**config.mk**
```make
export PLATFORM = sky130hd
export DESIGN_NAME = midi_event_router_with_sustain_top
export DESIGN_NICKNAME = d
export VERILOG_FILES = /design/src/rtl/mer_pkg.sv /design/src/rtl/mer_front.sv /design/src/rtl/mer_queue.sv /design/src/rtl/mer_back.sv /design/src/rtl/midi_event_router_with_sustain_top.sv
export SDC_FILE = /design/constraint.sdc
export NUM_CORES = 1
export LEC_CHECK = 0
export BUFFER_PORTS_ARGS = -buffer_cell sky130_fd_sc_hd__buf_2
export CAP_MARGIN = 20
export CORE_AREA = 2 2 198 200
export DETAILED_ROUTE_END_ITERATION = 8
export DIE_AREA = 0 0 200 202
export GPL_TIMING_DRIVEN = 0
export MAX_ROUTING_LAYER = met4
export PLACE_DENSITY = 0.7
export SETUP_SLACK_MARGIN = 0.3
export SLEW_MARGIN = 25
export SYNTH_ARGS = -nofsm -noshare
export SYNTH_HDL_FRONTEND = slang
export SYNTH_HIERARCHICAL = 1
export SYNTH_SLANG_ARGS = --single-unit
```
**constraint.sdc**
```tcl
create_clock -name aclk -period 26.4 [get_ports aclk]
set_input_delay 2.64 -clock aclk [delete_from_list [all_inputs] [get_ports aclk]]
set_output_delay 2.64 -clock aclk [all_outputs]
set_load 0.1 [all_outputs]
```
**src/rtl/mer_pkg.sv**
```systemverilog
`timescale 1ns / 1ps
// Shared types and constants for the MIDI event router with sustain.
// No dependencies.
package mer_pkg;

    localparam int OP_W          = 2;
    localparam int NOTE_W        = 7;
    localparam int AMOUNT_W      = 7;
    localparam int KIND_W        = 2;
    localparam int PARAM_IDX_W   = 4;
    localparam int PARAM_VAL_W   = 8;
    localparam int HALF_SET_W    = 64;
    localparam int CC_LOW_W      = 56;
    localparam int CC_HIGH_W     = 14;
    localparam int BANK_W        = 8;
    localparam int CFG_DATA_W    = 56;
    localparam int CFG_IDX_W     = 2;
    localparam int NUM_PARAMS    = 10;
    localparam int BANK_PARAM    = 2;
    localparam int QUEUE_DEPTH   = 2;

    localparam logic [NOTE_W-1:0]   SUSTAIN_CC        = 7'd64;
    localparam logic [AMOUNT_W-1:0] SUSTAIN_THRESHOLD = 7'd63;
    localparam logic [8:0]          FULL_SCALE        = 9'd127;
    localparam logic [BANK_W-1:0]   BANK_RESET        = 8'd1;

    typedef enum logic [OP_W-1:0] {
        OP_NOTE_ON  = 2'd0,
        OP_NOTE_OFF = 2'd1,
        OP_CTRL     = 2'd2
    } op_t;

    typedef enum logic [KIND_W-1:0] {
        KIND_PRESS   = 2'd0,
        KIND_RELEASE = 2'd1,
        KIND_PARAM   = 2'd2,
        KIND_BITMAP  = 2'd3
    } kind_t;

    typedef enum logic [CFG_IDX_W-1:0] {
        CFG_CC_LOW  = 2'd0,
        CFG_CC_HIGH = 2'd1,
        CFG_BANKS   = 2'd2
    } cfg_idx_t;

    typedef enum logic [1:0] {
        CMD_PRESS   = 2'd0,
        CMD_RELEASE = 2'd1,
        CMD_PARAM   = 2'd2,
        CMD_PEDAL   = 2'd3
    } cmd_op_t;

    typedef struct packed {
        cmd_op_t                 op;
        logic [NOTE_W-1:0]       note;
        logic [PARAM_IDX_W-1:0]  idx;
        logic [PARAM_VAL_W-1:0]  val;
        logic                    pedal_level;
    } mer_cmd_t;

endpackage

```
**src/rtl/mer_front.sv**
```systemverilog
`timescale 1ns / 1ps
// Front end: configuration registers, event classification, bank scaling.
// Depends on mer_pkg.
module mer_front (
    input  logic                           aclk,
    input  logic                           aresetn,
    input  logic                           cfg_we,
    input  logic [mer_pkg::CFG_IDX_W-1:0]  cfg_index,
    input  logic [mer_pkg::CFG_DATA_W-1:0] cfg_wdata,
    input  logic                           in_fire,
    input  logic [mer_pkg::OP_W-1:0]       operation,
    input  logic [mer_pkg::NOTE_W-1:0]     key_or_param,
    input  logic [mer_pkg::AMOUNT_W-1:0]   amount,
    output logic                           push,
    output mer_pkg::mer_cmd_t              cmd
);
    import mer_pkg::*;

    logic [CC_LOW_W-1:0]            cc_low_reg;
    logic [CC_HIGH_W-1:0]           cc_high_reg;
    logic [BANK_W-1:0]              banks_reg;
    logic [CC_LOW_W+CC_HIGH_W-1:0]  cc_all;
    logic                           match;
    logic [PARAM_IDX_W-1:0]         match_idx;
    logic [BANK_W-1:0]              banks_m1;
    logic [BANK_W+AMOUNT_W-1:0]     prod;
    logic [BANK_W:0]                digit_sum;
    logic [BANK_W-1:0]              quot;
    logic [PARAM_VAL_W-1:0]         bank_val;
    logic                           useful;

    always_ff @(posedge aclk) begin
        if (!aresetn) begin
            cc_low_reg  <= '0;
            cc_high_reg <= '0;
            banks_reg   <= BANK_RESET;
        end else if (cfg_we) begin
            unique case (cfg_index)
                CFG_CC_LOW:  cc_low_reg  <= cfg_wdata[CC_LOW_W-1:0];
                CFG_CC_HIGH: cc_high_reg <= cfg_wdata[CC_HIGH_W-1:0];
                CFG_BANKS:   banks_reg   <= cfg_wdata[BANK_W-1:0];
                default: ;
            endcase
        end
    end

    assign cc_all = {cc_high_reg, cc_low_reg};

    // lowest matching index wins
    always_comb begin
        match     = 1'b0;
        match_idx = '0;
        for (int i = NUM_PARAMS - 1; i >= 0; i--) begin
            if (cc_all[NOTE_W*i +: NOTE_W] == key_or_param) begin
                match     = 1'b1;
                match_idx = PARAM_IDX_W'(i);
            end
        end
    end

    // x / 127 with x = 128a + b: quotient is a plus carries of (a + b) over 127
    assign banks_m1  = (banks_reg == '0) ? '0 : banks_reg - BANK_W'(1);
    assign prod      = banks_m1 * amount;
    assign digit_sum = {1'b0, prod[BANK_W+AMOUNT_W-1:AMOUNT_W]}
                     + {2'b0, prod[AMOUNT_W-1:0]};
    always_comb begin
        quot = prod[BANK_W+AMOUNT_W-1:AMOUNT_W];
        if (digit_sum >= FULL_SCALE)
            quot = quot + BANK_W'(1);
        if (digit_sum >= {FULL_SCALE[7:0], 1'b0})
            quot = quot + BANK_W'(1);
    end
    assign bank_val = quot + PARAM_VAL_W'(1);

    always_comb begin
        cmd             = '0;
        cmd.op          = CMD_PRESS;
        cmd.note        = key_or_param;
        cmd.pedal_level = (amount > SUSTAIN_THRESHOLD);
        useful          = 1'b0;
        unique case (operation)
            OP_NOTE_ON: begin
                useful = 1'b1;
                cmd.op = (amount != '0) ? CMD_PRESS : CMD_RELEASE;
            end
            OP_NOTE_OFF: begin
                useful = 1'b1;
                cmd.op = CMD_RELEASE;
            end
            OP_CTRL: begin
                if (key_or_param == SUSTAIN_CC) begin
                    useful = 1'b1;
                    cmd.op = CMD_PEDAL;
                end else if (match) begin
                    useful  = 1'b1;
                    cmd.op  = CMD_PARAM;
                    cmd.idx = match_idx;
                    cmd.val = (match_idx == PARAM_IDX_W'(BANK_PARAM)) ? bank_val
                                                                      : {1'b0, amount};
                end
            end
            default: ;
        endcase
    end

    assign push = in_fire && useful;

endmodule

```
**src/rtl/mer_queue.sv**
```systemverilog
`timescale 1ns / 1ps
// Short command queue between front and back end.
// Depends on mer_pkg.
module mer_queue #(
    parameter int DEPTH = mer_pkg::QUEUE_DEPTH
) (
    input  logic              aclk,
    input  logic              aresetn,
    input  logic              push,
    input  mer_pkg::mer_cmd_t push_cmd,
    output logic              not_full,
    input  logic              pop,
    output logic              not_empty,
    output mer_pkg::mer_cmd_t head
);
    import mer_pkg::*;

    localparam int PTR_W = (DEPTH > 1) ? $clog2(DEPTH) : 1;
    localparam int CNT_W = $clog2(DEPTH + 1);

    mer_cmd_t            mem [DEPTH];
    logic [PTR_W-1:0]    wr_ptr_reg, wr_ptr_next;
    logic [PTR_W-1:0]    rd_ptr_reg, rd_ptr_next;
    logic [CNT_W-1:0]    count_reg, count_next;
    logic                do_push, do_pop;

    assign not_full  = (count_reg != CNT_W'(DEPTH));
    assign not_empty = (count_reg != '0);
    assign do_push   = push && not_full;
    assign do_pop    = pop && not_empty;
    assign head      = mem[rd_ptr_reg];

    always_comb begin
        wr_ptr_next = wr_ptr_reg;
        rd_ptr_next = rd_ptr_reg;
        count_next  = count_reg;
        if (do_push)
            wr_ptr_next = (wr_ptr_reg == PTR_W'(DEPTH - 1)) ? '0 : wr_ptr_reg + PTR_W'(1);
        if (do_pop)
            rd_ptr_next = (rd_ptr_reg == PTR_W'(DEPTH - 1)) ? '0 : rd_ptr_reg + PTR_W'(1);
        if (do_push && !do_pop)
            count_next = count_reg + CNT_W'(1);
        else if (do_pop && !do_push)
            count_next = count_reg - CNT_W'(1);
    end

    always_ff @(posedge aclk) begin
        if (!aresetn) begin
            wr_ptr_reg <= '0;
            rd_ptr_reg <= '0;
            count_reg  <= '0;
        end else begin
            wr_ptr_reg <= wr_ptr_next;
            rd_ptr_reg <= rd_ptr_next;
            count_reg  <= count_next;
        end
    end

    always_ff @(posedge aclk) begin
        if (do_push)
            mem[wr_ptr_reg] <= push_cmd;
    end

endmodule

```
**src/rtl/mer_back.sv**
```systemverilog
`timescale 1ns / 1ps
// Back end: pedal state, deferred note set, registered result request.
// Depends on mer_pkg.
module mer_back (
    input  logic                              aclk,
    input  logic                              aresetn,
    input  logic                              cmd_valid,
    input  mer_pkg::mer_cmd_t                 cmd,
    output logic                              cmd_pop,
    output logic                              out_valid,
    input  logic                              out_ready,
    output logic [mer_pkg::KIND_W-1:0]        out_kind,
    output logic [mer_pkg::NOTE_W-1:0]        out_note,
    output logic [mer_pkg::PARAM_IDX_W-1:0]   out_idx,
    output logic [mer_pkg::PARAM_VAL_W-1:0]   out_val,
    output logic [mer_pkg::HALF_SET_W-1:0]    out_low,
    output logic [mer_pkg::HALF_SET_W-1:0]    out_high
);
    import mer_pkg::*;

    logic                      pedal_reg;
    logic [2*HALF_SET_W-1:0]   deferred_reg;
    logic                      valid_reg;
    logic [KIND_W-1:0]         kind_reg, kind_next;
    logic [NOTE_W-1:0]         note_reg, note_next;
    logic [PARAM_IDX_W-1:0]    idx_reg, idx_next;
    logic [PARAM_VAL_W-1:0]    val_reg, val_next;
    logic [2*HALF_SET_W-1:0]   set_reg, set_next;
    logic                      emit;

    assign cmd_pop = cmd_valid && (!valid_reg || out_ready);

    always_comb begin
        unique case (cmd.op)
            CMD_PRESS:   emit = 1'b1;
            CMD_RELEASE: emit = !pedal_reg;
            CMD_PARAM:   emit = 1'b1;
            CMD_PEDAL:   emit = pedal_reg && !cmd.pedal_level;
            default:     emit = 1'b0;
        endcase
    end

    always_ff @(posedge aclk) begin
        if (!aresetn) begin
            pedal_reg    <= 1'b0;
            deferred_reg <= '0;
            valid_reg    <= 1'b0;
        end else begin
            if (cmd_pop)
                valid_reg <= emit;
            else if (out_ready)
                valid_reg <= 1'b0;
            if (cmd_pop) begin
                if (cmd.op == CMD_RELEASE && pedal_reg)
                    deferred_reg[cmd.note] <= 1'b1;
                if (cmd.op == CMD_PEDAL) begin
                    pedal_reg <= cmd.pedal_level;
                    if (pedal_reg && !cmd.pedal_level)
                        deferred_reg <= '0;
                end
            end
        end
    end

    always_comb begin
        kind_next = '0;
        note_next = '0;
        idx_next  = '0;
        val_next  = '0;
        set_next  = '0;
        unique case (cmd.op)
            CMD_PRESS: begin
                kind_next = KIND_PRESS;
                note_next = cmd.note;
            end
            CMD_RELEASE: begin
                kind_next = KIND_RELEASE;
                note_next = cmd.note;
            end
            CMD_PARAM: begin
                kind_next = KIND_PARAM;
                idx_next  = cmd.idx;
                val_next  = cmd.val;
            end
            CMD_PEDAL: begin
                kind_next = KIND_BITMAP;
                set_next  = deferred_reg;
            end
            default: ;
        endcase
    end

    always_ff @(posedge aclk) begin
        if (cmd_pop && emit) begin
            kind_reg <= kind_next;
            note_reg <= note_next;
            idx_reg  <= idx_next;
            val_reg  <= val_next;
            set_reg  <= set_next;
        end
    end

    assign out_valid = valid_reg;
    assign out_kind  = kind_reg;
    assign out_note  = note_reg;
    assign out_idx   = idx_reg;
    assign out_val   = val_reg;
    assign out_low   = set_reg[HALF_SET_W-1:0];
    assign out_high  = set_reg[2*HALF_SET_W-1:HALF_SET_W];

endmodule

```
**src/rtl/midi_event_router_with_sustain_top.sv**
```systemverilog
// An accepted event is written to the command queue, then to the result register.
// Throughput: one event per cycle; the result register stalls only on m_ready.
// Unused events never enter the queue; deferred releases pass it but give no result.
// Reset (aresetn low at a clock edge) clears the queue, pedal state, deferred notes,
// and sets controller numbers to 0 and bank count to 1.
`timescale 1ns / 1ps
module midi_event_router_with_sustain_top #(
    parameter int QUEUE_DEPTH = mer_pkg::QUEUE_DEPTH
) (
    input  logic                              aclk,
    input  logic                              aresetn,
    input  logic                              cfg_we,
    input  logic [mer_pkg::CFG_IDX_W-1:0]     cfg_index,
    input  logic [mer_pkg::CFG_DATA_W-1:0]    cfg_wdata,
    input  logic                              s_valid,
    output logic                              s_ready,
    input  logic [mer_pkg::OP_W-1:0]          s_operation,
    input  logic [mer_pkg::NOTE_W-1:0]        s_key_or_param,
    input  logic [mer_pkg::AMOUNT_W-1:0]      s_amount,
    output logic                              m_valid,
    input  logic                              m_ready,
    output logic [mer_pkg::KIND_W-1:0]        m_result_kind,
    output logic [mer_pkg::NOTE_W-1:0]        m_note_number,
    output logic [mer_pkg::PARAM_IDX_W-1:0]   m_param_index,
    output logic [mer_pkg::PARAM_VAL_W-1:0]   m_param_value,
    output logic [mer_pkg::HALF_SET_W-1:0]    m_released_low,
    output logic [mer_pkg::HALF_SET_W-1:0]    m_released_high
);
    import mer_pkg::*;

    logic     q_not_full;
    logic     q_not_empty;
    logic     q_push;
    logic     q_pop;
    mer_cmd_t front_cmd;
    mer_cmd_t head_cmd;

    assign s_ready = q_not_full;

    mer_front u_front (
        .aclk         (aclk),
        .aresetn      (aresetn),
        .cfg_we       (cfg_we),
        .cfg_index    (cfg_index),
        .cfg_wdata    (cfg_wdata),
        .in_fire      (s_valid && q_not_full),
        .operation    (s_operation),
        .key_or_param (s_key_or_param),
        .amount       (s_amount),
        .push         (q_push),
        .cmd          (front_cmd)
    );

    mer_queue #(
        .DEPTH (QUEUE_DEPTH)
    ) u_queue (
        .aclk      (aclk),
        .aresetn   (aresetn),
        .push      (q_push),
        .push_cmd  (front_cmd),
        .not_full  (q_not_full),
        .pop       (q_pop),
        .not_empty (q_not_empty),
        .head      (head_cmd)
    );

    mer_back u_back (
        .aclk      (aclk),
        .aresetn   (aresetn),
        .cmd_valid (q_not_empty),
        .cmd       (head_cmd),
        .cmd_pop   (q_pop),
        .out_valid (m_valid),
        .out_ready (m_ready),
        .out_kind  (m_result_kind),
        .out_note  (m_note_number),
        .out_idx   (m_param_index),
        .out_val   (m_param_value),
        .out_low   (m_released_low),
        .out_high  (m_released_high)
    );

endmodule

```
==> results of run 1 <==
==> final cells by class <==
cell class              count  area, µm²  share of cell area
inverters                  49      183.9            0.008210
flip-flops and latches    406      10060              0.4490
plain buffers             107      571.8             0.02552
well taps                 518      648.1             0.02893
diodes                      2      5.005           0.0002234
clock inverters            18      185.2            0.008265
multi-input cells        1189       8157              0.3641
clock buffers              62       1282             0.05724
repair buffers            232       1311             0.05853
==> worst min-delay path, delay by kind of cell, from the launching register on <==
family / cells / cell delay [ps]
DFF: 1 / 320
and+or+nand+nor: 1 / 70
AOI/OAI and AO/OA: 1 / 40
==> metrics by stage <==
step | worst slack [ps] | hold slack (ps)
floorplan | 15960 | 428.6
global placement | 13250 | 438.3
detailed placement | 14850 | 446.7
CTS | 15410 | 461.6
global route | 14510 | 471.9
finish | 15290 | 460.5
==> kinds of logic after synthesis <==
logic type | share of synthesized area
muxes | 0.02303
adders and majority gates | 0.06202
AOI/OAI and AO/OA | 0.09594
and+or+nand+nor | 0.2008
xor gates and xnor gates | 0.04784
DFF | 0.5305
buffers and inverters | 0.03985
==> layer usage <==
layer  wire (µm)  part of all wire  vias to the layer above  global-route usage
met4        1092             0.024                        0             0.06667
met3        2835             0.063                       77             0.04088
met2       21660              0.48                      424              0.3762
met5           0                 0                        -                   -
li1            -                 -                     6696                   -
met1       19400              0.43                     6543              0.2955
==> power by group through the flow <==
stage	Clock, mW	Sequential, mW	Combinational [mW]
global placement	0	0.889	1.05
CTS	0.627	0.837	1.11
detailed placement	0	0.850	1.10
finish	0.614	0.835	1.10
floorplan	0	1.54	0.226
global route	0.653	0.847	1.14
==> worst max path at each step <==
stage | start | to | slack [ps]
2_1_floorplan | s_amount[6] | u_queue/mem[0][8]$_DFFE_PP_ | 15960
3_3_place_gp | m_ready | u_back/set_reg[102]$_SDFFCE_PN0P_ | 13250
3_5_place_dp | s_amount[2] | u_queue/mem[0][8]$_DFFE_PP_ | 14850
4_1_cts | s_amount[2] | u_queue/mem[0][8]$_DFFE_PP_ | 15410
5_1_grt | u_front/banks_reg[3]$_SDFFE_PN0P_ | u_queue/mem[0][8]$_DFFE_PP_ | 14510
6_report | s_amount[2] | u_queue/mem[0][8]$_DFFE_PP_ | 15290
==> cell usage after synthesis (3+ instances only) <==
cell / n
a211o_1: 4
a211oi_1: 6
a21boi_0: 72
a21o_1: 5
a21oi_1: 145
a31oi_1: 4
and2_1: 63
and3_1: 132
buf_1: 10
buf_2: 10
buf_4: 10
buf_6: 16
clkbuf_1: 61
dfxtp_1: 213
edfxtp_1: 193
fa_1: 30
ha_1: 46
inv_1: 48
mux2_2: 26
mux2i_1: 13
nand2_1: 164
nand2b_1: 13
nand3_1: 10
nand3b_1: 4
nand4_1: 11
nor2_1: 160
nor2_4: 5
nor2b_1: 24
nor3_1: 20
nor3_4: 10
nor4_1: 19
nor4_2: 4
nor4_4: 6
nor4b_1: 3
o211ai_1: 4
o21a_1: 5
o21ai_0: 18
o31a_1: 6
or2_2: 4
or4_1: 4
xnor2_1: 55
xor2_1: 41
==> out/metrics.yaml, run 1 <==
start_kind: "primary input"
grt_max_degree: 29
hold_path_class: "register to register"
syn_avg_cell_area_um2: 10.83
cts_tree: "yes"
worstMarginPinSlew_ps: 946.0
outcome: "completed"
synth_ff_type: "dfxtp_1"
cp_top_family: "adder cells"
power_frac_comb: 0.432
die_area_mm2: 0.04040
ir_worst_vdd_mv: 0.07015
r2r_slack_ps: 15460
nFillCells: 3245
rows: 72
fin_crit_ps: 11110
start_util: 0.4953
rr_worst_depth: 34
cts_sinks: 406
critPathMaxFanout: 9
worst_setup_path_end_kind: "register"
dpl.cell_count: 2501
grt_pass1_wl_mm: 70.48
fin_area_mm2: 0.02240
max_slew_margin: 0.3648
synth_seq_cells: 406
cts_max_level: 2
drtAntennaViolNets: 0
fmax_mhz: 90.01
dp_hpwl_mm: 32.90
nets: 2184
die_h_um: 202
final-setup-viol-count: 0
rsz0062_at_grt: "false"
track_usage: 0.2310
core_area_mm2: 0.03829
numCtsBuffers: 44
required_ps: 26690
intPower_mw: 1.348
dr.pass1.iters: 5
slowest_stage: "or4_1"
cts-resized-gates: 0
p_seq_frac: 0.327
worst-setup-path-type: "primary input to register"
cts_hold_buf: 0
maxSlewViolCount: 0
switchingPower_mw: 1.201
r2r_end: "u_queue/mem[0][8]$_DFFE_PP_"
final_common_cell: "buf_2"
wirelength_mm: 44.99
final_cell_mix: "buf_2 (235), dfxtp_1 (213), edfxtp_1 (193)"
ctsRootBufferMaster: "clkbuf_16"
clk_latency_ps: 560
area_delta_synth_final_pct: 18.14
skew_ps: 23.89
path_clk_slew_ps: 60
yosysTopAreaCellShare: 0.3056
dpl_cell_area_mm2: 0.02093
finalHoldViolCount: 0
netlist_instances: 1751
antenna_found_initial: 2
die_x_um: 200
yosysUniqueCellTypes: 85
crit_buf_inv: 6
synth-edff-count: 193
cts_setup_buffers: 0
min_from: "u_back/deferred_reg[92]$_SDFFE_PN0P_"
fin_util: 0.5852
synth.largest_area_cell: "edfxtp_1"
gp_congestion: 0.8778
vias: 13740
p_leak_nw: 9.298
arrival_ps: 11400
synthArstFlopShare: 0
hold_end: "u_back/deferred_reg[92]$_SDFFE_PN0P_"
overflow: 0
fin_tns_setup_ps: 0
drc: 0
first_iter_violations: 858
p_per_area_mw_per_mm2: 113.8
cap_violations: 0
vias_per_cell: 5.319
avgRoutedWirePerCell_um: 17.42
yosys_warnings: 6
clk_path_buf_depth: 3
netlist_area_mm2: 0.01896
sw_frac_of_total: 0.4712
synth-seq-area-share: 0.5305
hold_depth: 2
layout-drive-gt1-share: 0.2021
grt_pass1_vias: 13151
slowest_delay_ps: 580
stdcell_count: 2583
synthesis.nets: 1906
r2r_start: "u_front/banks_reg[3]$_SDFFE_PN0P_"
finalCritPeriodShare: 0.4208
yosys-top-cells-area: "edfxtp_1 (31%), dfxtp_1 (22%), and3_1 (4.4%)"
worst-path-stages: 32
power_mw: 2.549
p_clk_frac: 0.241
port_buffers: 225
io-pin-count: 230
No activity file was read; power rests on OpenSTA's default activity.
==> run 2, diff against run 1 <==
--- a/config.mk
+++ b/config.mk
@@ -5,11 +5,12 @@
 export SDC_FILE = /design/constraint.sdc
 export NUM_CORES = 1
 export LEC_CHECK = 0
+export ABC_AREA = 1
 export BUFFER_PORTS_ARGS = -buffer_cell sky130_fd_sc_hd__buf_2
 export CAP_MARGIN = 20
-export CORE_AREA = 2 2 198 200
+export CORE_AREA = 2 2 199 201
 export DETAILED_ROUTE_END_ITERATION = 8
-export DIE_AREA = 0 0 200 202
+export DIE_AREA = 0 0 201 203
 export GPL_TIMING_DRIVEN = 0
 export MAX_ROUTING_LAYER = met4
 export PLACE_DENSITY = 0.7
==> constraint.sdc (replaced) <==
create_clock -name aclk -period 11 [get_ports aclk]
set_input_delay 1.1 -clock aclk [delete_from_list [all_inputs] [get_ports aclk]]
set_output_delay 1.1 -clock aclk [all_outputs]
set_load 0.1 [all_outputs]
==> run 2 against run 1 <==
Setup slack lost 13000 ps; clock power grew 130%; core utilization shrank 0.37 points; sequential share of layout area grew 0.078 points; largest power group unchanged; via count grew 6.3%; total power grew 120%; largest cell class unchanged; cell count grew 14%; global-route usage shrank 0.16 points.
==> out/metrics.yaml, run 2 <==
synthArstFlopShare: 0
overflow: 0
grt_pass1_wl_mm: 72.28
maxSlewViolCount: 0
cts-resized-gates: 0
netlist_area_mm2: 0.01916
rsz0062_at_grt: "false"
nets: 2546
layout-drive-gt1-share: 0.1880
r2r_end: "u_queue/mem[0][7]$_DFFE_PP_"
slowest_stage: "fa_1"
core_area_mm2: 0.03847
die_h_um: 203
hold_depth: 2
first_iter_violations: 950
grt_max_degree: 88
antennaDiodeCount: 0
p_clk_frac: 0.249
worstMarginPinSlew_ps: 995.2
rows: 72
sw_frac_of_total: 0.4590
final_cell_mix: "nor2_1 (424), inv_1 (306), nand2_1 (285)"
worst_setup_path_end_kind: "register"
path_clk_slew_ps: 60
slowest_delay_ps: 570
grt_util_met3: 0.03724
gp_congestion: 0.8909
wirelength_mm: 45.74
max_slew_margin: 0.3304
antenna_found_initial: 0
finalHoldViolCount: 0
start_util: 0.4982
skew_ps: 17.81
r2r_slack_ps: 2360
yosys-top-cells-count: "nor2_1 (426), inv_1 (307), nand2_1 (285)"
critPathMaxFanout: 10
synth.largest_area_cell: "edfxtp_1"
die_area_mm2: 0.04080
vias_per_cell: 4.961
area_delta_synth_final_pct: 16.71
crit_buf_inv: 13
drtAntennaViolNets: 0
netlist_instances: 2117
cts_setup_buffers: 0
synth_ff_type: "dfxtp_1"
ctsRootBufferMaster: "clkbuf_16"
port_buffers: 228
grt_pass1_vias: 14043
yosysMostFrequentCell: "nor2_1"
ir_worst_vdd_mv: 0.1388
cp_top_family: "adder cells"
worst_slack_ps: 2355
fin_tns_setup_ps: 0
rr_worst_depth: 49
cts_tree: "yes"
worst-path-stages: 49
vias: 14604
synth-edff-count: 193
numCtsBuffers: 43
use_met2: 0.3759
yosys_warnings: 6
dp_hpwl_mm: 33.73
cap_violations: 0
r2r_start: "u_front/banks_reg[3]$_SDFFE_PN0P_"
avgRoutedWirePerCell_um: 15.54
switchingPower_mw: 2.561
cp_common_cell: "inv_1"
synth_seq_cells: 406
track_usage: 0.2294
hold_path_class: "register to register"
critPathCapture: "u_queue/mem[0][7]$_DFFE_PP_"
p_seq_frac: 0.346
use_met1: 0.2925
final_common_cell: "nor2_1"
clk_latency_ps: 560
p_leak_nw: 9.441
worst-setup-path-type: "register to register"
yosys-top-cells-area: "edfxtp_1 (30%), dfxtp_1 (22%), nor2_1 (8.3%)"
fmax_mhz: 115.7
arrival_ps: 8950
required_ps: 11310
pre_cts_slack_ps: 2398
cts_hold_buf: 0
power_mw: 5.579
yosysTopAreaCellShare: 0.3024
io-pin-count: 230
outcome: "completed"
final-setup-viol-count: 0
power_frac_comb: 0.405
fin_crit_ps: 8645
clk_path_buf_depth: 3
cts_sinks: 406
start_kind: "register"
die_x_um: 201
finalCritPeriodShare: 0.7859
crit_start: "u_front/banks_reg[3]$_SDFFE_PN0P_"
yosysUniqueCellTypes: 51
p_per_area_mw_per_mm2: 249.5
synth-seq-area-share: 0.5249
busiest_layer: "met2"
drc: 0
intPower_mw: 3.019
syn_avg_cell_area_um2: 9.052
cts_max_level: 2
synthesis.nets: 2272
dr.pass1.iters: 7
==> run 2: cell families (layout without fill, tap and decap cells) <==
kind of cell               count (synthesis)  after routing  synth area share
buffers and inverters                    397            706           0.08671
DFF                                      406            406            0.5249
adders and majority gates                 76             76           0.06137
xor gates and xnor gates                  87             87           0.04055
muxes                                     22             22           0.01293
AOI/OAI and AO/OA                        270            270           0.08116
and+or+nand+nor                          859            859            0.1923
==> run 2: cell type report <==
cell class / count / area, µm²
multi-input combinational: 1314 / 7462
fill: 3376 / 16100
clock inverter: 18 / 137.6
timing repair buffer: 229 / 1169
sequential: 406 / 10060
tap: 518 / 648.1
inverter: 316 / 1194
clock buffer: 62 / 1220
buffer: 81 / 475.5
==> run 2: metrics by stage <==
stage / instance area (µm²) / utilization / instances / hold WS (ps)
after floorplan: 19160 / - / 2117 / 436.2
after global placement: 20950 / 0.5447 / 2863 / 442.9
after detailed placement: 21010 / 0.5461 / 2864 / 447.3
after CTS: 22370 / 0.5814 / 2944 / 457.1
after global routing: 22370 / 0.5814 / 2944 / 468.8
final: 22370 / 0.5814 / 2944 / 455.6
==> run 2: tightest hold or removal path: stages (launching register included) <==
cell and delay [ps]:
dfxtp_1 300, inv_1 60, a21oi_1 60
==> run 2: how the worst min path moves through the flow <==
stage                                          start                                     to  slack [ps]
2_1_floorplan  u_back/deferred_reg[100]$_SDFFE_PN0P_  u_back/deferred_reg[100]$_SDFFE_PN0P_         440
3_3_place_gp     u_back/deferred_reg[9]$_SDFFE_PN0P_    u_back/deferred_reg[9]$_SDFFE_PN0P_         440
3_5_place_dp   u_back/deferred_reg[102]$_SDFFE_PN0P_  u_back/deferred_reg[102]$_SDFFE_PN0P_         450
4_1_cts        u_back/deferred_reg[102]$_SDFFE_PN0P_  u_back/deferred_reg[102]$_SDFFE_PN0P_         460
5_1_grt         u_back/deferred_reg[67]$_SDFFE_PN0P_   u_back/deferred_reg[67]$_SDFFE_PN0P_         470
6_report        u_back/deferred_reg[79]$_SDFFE_PN0P_   u_back/deferred_reg[79]$_SDFFE_PN0P_         460
==> run 2: layer usage <==
layer	wire length, µm	vias up
met5	0	-
met4	1228	0
met3	2851	78
met2	21860	462
met1	19790	6819
li1	-	7245
==> run 2: power groups by stage <==
stage	Clock (mW)	Sequential [mW]	Combinational (mW)
detailed placement	0	1.96	2.27
finish	1.39	1.93	2.26
CTS	1.42	1.93	2.27
global placement	0	2.01	2.23
floorplan	0	3.20	0.650
global route	1.48	1.95	2.38
